**src/hdl/hrc_div.sv**
```systemverilog
// pipelined restoring divider, one quotient bit per stage
module hrc_div #(
  parameter int N_W  = 36,
  parameter int D_W  = 17,
  parameter int Q_W  = 22,
  parameter int SB_W = 1
) (
  input  logic            clk,
  input  logic            rst_n,
  input  logic            in_valid,
  input  logic [N_W-1:0]  in_num,
  input  logic [D_W-1:0]  in_den,
  input  logic [SB_W-1:0] in_sb,
  output logic            out_valid,
  output logic [Q_W-1:0]  out_quo,
  output logic [SB_W-1:0] out_sb
);

  logic            vld_r [0:Q_W];
  logic [D_W-1:0]  rem_r [0:Q_W];
  logic [Q_W-1:0]  low_r [0:Q_W];
  logic [Q_W-1:0]  quo_r [0:Q_W];
  logic [D_W-1:0]  den_r [0:Q_W];
  logic [SB_W-1:0] sb_r  [0:Q_W];
  logic [N_W-1:0]  top_nxt;

  // caller keeps num below den * 2^Q_W, so the upper part fits the remainder
  assign top_nxt = in_num >> Q_W;

  always_ff @(posedge clk) begin
    if (!rst_n) begin
      vld_r[0] <= 1'b0;
    end else begin
      vld_r[0] <= in_valid;
    end
  end

  always_ff @(posedge clk) begin
    rem_r[0] <= top_nxt[D_W-1:0];
    low_r[0] <= in_num[Q_W-1:0];
    quo_r[0] <= '0;
    den_r[0] <= in_den;
    sb_r[0]  <= in_sb;
  end

  for (genvar i = 1; i <= Q_W; i++) begin : g_stage
    logic [D_W:0]   trial_nxt;
    logic [D_W:0]   diff_nxt;
    logic           ge_nxt;

    // shift in next numerator bit, subtract when it fits
    assign trial_nxt = {rem_r[i-1], low_r[i-1][Q_W-1]};
    assign ge_nxt    = trial_nxt >= {1'b0, den_r[i-1]};
    assign diff_nxt  = trial_nxt - {1'b0, den_r[i-1]};

    always_ff @(posedge clk) begin
      if (!rst_n) begin
        vld_r[i] <= 1'b0;
      end else begin
        vld_r[i] <= vld_r[i-1];
      end
    end

    always_ff @(posedge clk) begin
      rem_r[i] <= ge_nxt ? diff_nxt[D_W-1:0] : trial_nxt[D_W-1:0];
      low_r[i] <= low_r[i-1] << 1;
      quo_r[i] <= (quo_r[i-1] << 1) | Q_W'(ge_nxt);
      den_r[i] <= den_r[i-1];
      sb_r[i]  <= sb_r[i-1];
    end
  end

  assign out_valid = vld_r[Q_W];
  assign out_quo   = quo_r[Q_W];
  assign out_sb    = sb_r[Q_W];

endmodule

```
**config.mk**
```make
export PLATFORM = sky130hd
export DESIGN_NAME = hrc_div
export DESIGN_NICKNAME = d
export VERILOG_FILES = /design/src/hdl/hrc_div.sv
export SDC_FILE = /design/constraint.sdc
export NUM_CORES = 2
export LEC_CHECK = 0
export BUFFER_PORTS_ARGS = -buffer_cell sky130_fd_sc_hd__buf_4
export CAP_MARGIN = 20
export CORE_MARGIN = 1
export CORE_UTILIZATION = 30
export DETAILED_ROUTE_END_ITERATION = 8
export GPL_TIMING_DRIVEN = 0
export SETUP_SLACK_MARGIN = 0.05
export SYNTH_ARGS = -nofsm -noshare
export SYNTH_HDL_FRONTEND = slang
export SYNTH_SLANG_ARGS = --single-unit
```
**constraint.sdc**
```tcl
create_clock -name clk -period 3.9 [get_ports clk]
set_input_delay 1.17 -clock clk [delete_from_list [all_inputs] [get_ports clk]]
set_output_delay 1.17 -clock clk [all_outputs]
set_load 0.01 [all_outputs]
```
==> impl_results.md <==
* Wire length of the first global-routing pass at 149900 µm
* Overall track demand over capacity in global routing at 11.22%
* Total number of H-tree levels at 4
* Clock tree skew after final layout at 0.02120 ns
* Layout Cells excl Fill at 6945
* CP Max Fanout at 10
* Via count of the first global-routing pass at 30640
* Worst VDD drop at 0.0004765 V
* CTS Root Buffer Type: sky130_fd_sc_hd__clkbuf_16
* Worst Max-Slew Pin Slew at 0.8542 ns
* Slew margin rel. at 42.30%
* Final core occ at 35.47%
* Die Width at 402.2 µm
* Drt total wl at 90810 µm
* Most common cell in the synthesized netlist: sky130_fd_sc_hd__dfxtp_1
* Share of the yosys chip area belonging to registers at 54.05%
* Hold WC Path Type: reg2reg
* Source-to-sink clock delay at the later pin of the worst-skew pair at 0.77 ns
* Biggest area contributors in the synthesized netlist: sky130_fd_sc_hd__dfxtp_1 54%, sky130_fd_sc_hd__ha_1 9.7%, sky130_fd_sc_hd__mux2_2 3.7%
* Kind of start point of the critical path: flop
* Highest clock rate at 276.4 MHz
* Detail Placement HPWL at 67620 µm
* Startpoint of the worst register-to-register path: low_r[1][131]
* Hold EP: quo_r[2][29]
* DR vias at 30900
* Critical register-to-register path endpoint: rem_r[1][116]
* Count of cells along the worst hold path at 0
* Critical-path top delay cell: sky130_fd_sc_hd__a41oi_1
* Starting density of the core at 30.26%
* Chain of cells forming the critical path: inv_1, ha_1, inv_1, fa_1, a211oi_1, o21bai_1, a21oi_1, o21a_1, o21ai_0, a41oi_1, buf_2, nand2_1, o21ai_0
* Largest delay share family, worst path: compound AO/OA/AOI/OAI gates
* CP max stage delay at 0.72 ns
* Port Buffers at 80
* Power density over cell area at 924.4 nW/µm²
* Largest net degree at the start of global routing at 17
* Final critical path time including I/O delays and setup at 3.618 ns
* Vias per cell at 4.449
* Number of hold violations in the final report at 0
* Detailed-route wire length per cell at 13.08 µm
* Area fraction of the dominant cell type after synthesis at 54.05%
* Count of max-cap constraint violations at 0
* Number of fill cells at 15650
* Post-synth top cells: 1297 x sky130_fd_sc_hd__dfxtp_1, 472 x sky130_fd_sc_hd__inv_1, 372 x sky130_fd_sc_hd__ha_1, 275 x sky130_fd_sc_hd__o21ai_0, 251 x sky130_fd_sc_hd__nand2_1
* PnR Total Power at 0.05205 W
* Worst Reg2Reg Path Length in Cells at 13
* Total count of max-transition violations in the final report at 0
* Total grt overflow at 0
* Post-CTS clock slew at the launch and capture registers of the worst setup and hold paths at 0.07 ns
* Outcome: finished, final reports clean
* Crit path required time at 4.55 ns
* Final number of setup-violating endpoints at 0
* Layout cell share with drive strength beyond 1 at 12.11%
* Row Count at 146
* Number of antenna violations at the first check in global routing at 0
* Static leakage at 25.30 nW
* DRC viols at 0
* IO Count at 81
* Syn Area/Cell at 10.62 µm²
* Post-Synthesis Net Count at 4974
* Final weighted congestion in routability-driven placement at 0.8747
* Setup repair after global routing missed its margin: false
* Die boundary height at 402.2 µm
* Final cell area excluding filler cells at 56300 µm²
* Post-synth EDFFs at 0
* Buffering stage count on the worst path with inverters included at 3
* TritonCTS clock tree: built
* Endpoint type of the worst setup path: flop
* Instance area at placement at 51240 µm²
* Area of the core at 158700 µm²
* Post-synth design cell area at 48040 µm²
* Register-to-Register Setup Slack at 0.28 ns
* Antenna Cells at 0
* Number of iterations in the first detailed-routing pass at 8
* Signal arrival time at the worst endpoint at 4.27 ns
* Share of async-settable or async-resettable flops after synthesis at 0%
* Inserted Clock Buffers at 146
* Main synth FF type: sky130_fd_sc_hd__dfxtp_1
* Period Utilization, post-route at 92.76%
* Number of antenna-violating nets in the routed design at 0
* Syn-to-layout area delta at 17.19%
* YS warnings at 0
* Number of cells after detailed placement at 6676
* Buffer levels on the longest clock path at 3
* Setup TNS Final at 0 ns
* Crit Path Class: reg2reg
* Hold_sp: quo_r[2][6]
* FF+latch count, synth at 1297
* Net count of the finished layout at 5203
* Gate count of the mapped netlist at 4524
* Sink Count at 1297
* Library cell occupying the most area in the post-synthesis netlist: sky130_fd_sc_hd__dfxtp_1
* Count of cell types in the netlist at 77
* Overall die area at 161700 µm²
* Initial detailed-routing violation count at 1576
* Post-CTS setup-driven buffer insertion count at 0
## per-layer routing
| metal | GRT usage [%] | routed length [µm] |
|---|---|---|
| met1 | 13.89 | 41910 |
| met2 | 18.44 | 41490 |
| met3 | 2.655 | 4198 |
| met4 | 5.029 | 3211 |
| met5 | 0 | 0 |
## flip-flops by register name, summed over array words and instances (netlist names)
signal / cells
den_r: 374
low_r: 253
sb_r: 23
vld_r: 23
quo_r: 253
rem_r: 371
## worst max path at each step
stage                   from            end  slack (ns)  cells after the start
5_1_grt        low_r[1][131]  rem_r[1][107]        0.07                     12
3_5_place_dp     den_r[2][0]   rem_r[0][55]        0.18                     11
4_1_cts          den_r[2][0]   rem_r[0][55]        0.14                     11
6_report       low_r[1][131]  rem_r[1][116]        0.28                     13
2_1_floorplan   low_r[2][87]   rem_r[2][76]        1.12                     12
3_3_place_gp     den_r[2][0]   rem_r[0][55]        0.18                     11
## logic make-up after synthesis
group	count (synthesis)	share of synthesized area, %
buffers and inverters	560	4.730
DFF	1297	54.05
xor gates and xnor gates	285	5.196
and+or+nand+nor	789	7.756
muxes	179	4.224
adders and majority gates	393	10.56
AOI/OAI and AO/OA	1021	13.49
## where the power goes
part | switching (W) | leakage, nW | internal (W)
clock | 0.00544 | 2.47 | 0.00852
combinational | 0.0105 | 11.9 | 0.00923
sequential | 0.00153 | 10.9 | 0.0168
## stage by stage
| step | setup WS (ns) | hold slack [ns] |
|---|---|---|
| after detailed placement | 0.1828 | 0.3121 |
| after CTS | 0.1421 | 0.2974 |
| after floorplan | 1.124 | 0.3096 |
| final | 0.2824 | 0.3114 |
| after global placement | 0.1764 | 0.3098 |
| after global routing | 0.07436 | 0.3154 |
## timing repair
item | CTS | global route
hold buffers | 0 | 0
gates resized for setup | 0 | 1
endpoints found under the setup margin | 0 | 7
## layout by cell type (no fill, tap or decap), types with 15 or more instances in the layout
master and instances:
sky130_fd_sc_hd__dfxtp_1 1297, sky130_fd_sc_hd__inv_1 472, sky130_fd_sc_hd__ha_1 372, sky130_fd_sc_hd__o21ai_0 275, sky130_fd_sc_hd__nand2_1 251, sky130_fd_sc_hd__a21oi_1 243, sky130_fd_sc_hd__nor2_1 193, sky130_fd_sc_hd__xnor2_1 170
sky130_fd_sc_hd__mux2_2 158, sky130_fd_sc_hd__clkbuf_16 150, sky130_fd_sc_hd__a21o_1 147, sky130_fd_sc_hd__xor2_1 115, sky130_fd_sc_hd__buf_4 107, sky130_fd_sc_hd__nor3_1 63, sky130_fd_sc_hd__nand3_1 60, sky130_fd_sc_hd__a31oi_1 54
sky130_fd_sc_hd__clkbuf_1 53, sky130_fd_sc_hd__o21bai_1 47, sky130_fd_sc_hd__a211oi_1 44, sky130_fd_sc_hd__nand4_1 41, sky130_fd_sc_hd__o21a_1 37, sky130_fd_sc_hd__and2_1 34, sky130_fd_sc_hd__nand2b_1 32, sky130_fd_sc_hd__nor2b_1 30
sky130_fd_sc_hd__clkbuf_8 30, sky130_fd_sc_hd__clkinv_2 27, sky130_fd_sc_hd__buf_2 26, sky130_fd_sc_hd__or3_1 23, sky130_fd_sc_hd__and3_1 22, sky130_fd_sc_hd__o31ai_1 21, sky130_fd_sc_hd__fa_1 21, sky130_fd_sc_hd__or2_2 16
sky130_fd_sc_hd__a21boi_0 15
## worst register-to-register path, cell delays in order (launching register included)
cell	delay, ns
sky130_fd_sc_hd__dfxtp_1	0.35
sky130_fd_sc_hd__inv_1	0.07
sky130_fd_sc_hd__ha_1	0.17
sky130_fd_sc_hd__inv_1	0.06
sky130_fd_sc_hd__fa_1	0.42
sky130_fd_sc_hd__a211oi_1	0.29
sky130_fd_sc_hd__o21bai_1	0.11
sky130_fd_sc_hd__a21oi_1	0.38
sky130_fd_sc_hd__o21a_1	0.22
sky130_fd_sc_hd__o21ai_0	0.10
sky130_fd_sc_hd__a41oi_1	0.72
sky130_fd_sc_hd__buf_2	0.40
sky130_fd_sc_hd__nand2_1	0.09
sky130_fd_sc_hd__o21ai_0	0.13
## area by class of cell
class / count / area, µm² / area share [%]
inverter: 473 / 1775 / 3.153
multi-input combinational: 2667 / 19810 / 35.19
buffer: 87 / 496.7 / 0.8823
tap: 2072 / 2592 / 4.605
timing repair buffer: 81 / 605.6 / 1.076
clock inverter: 65 / 800.8 / 1.422
clock buffer: 203 / 4253 / 7.554
sequential: 1297 / 25960 / 46.12
Note: power is estimated with default switching activity, not from simulation.
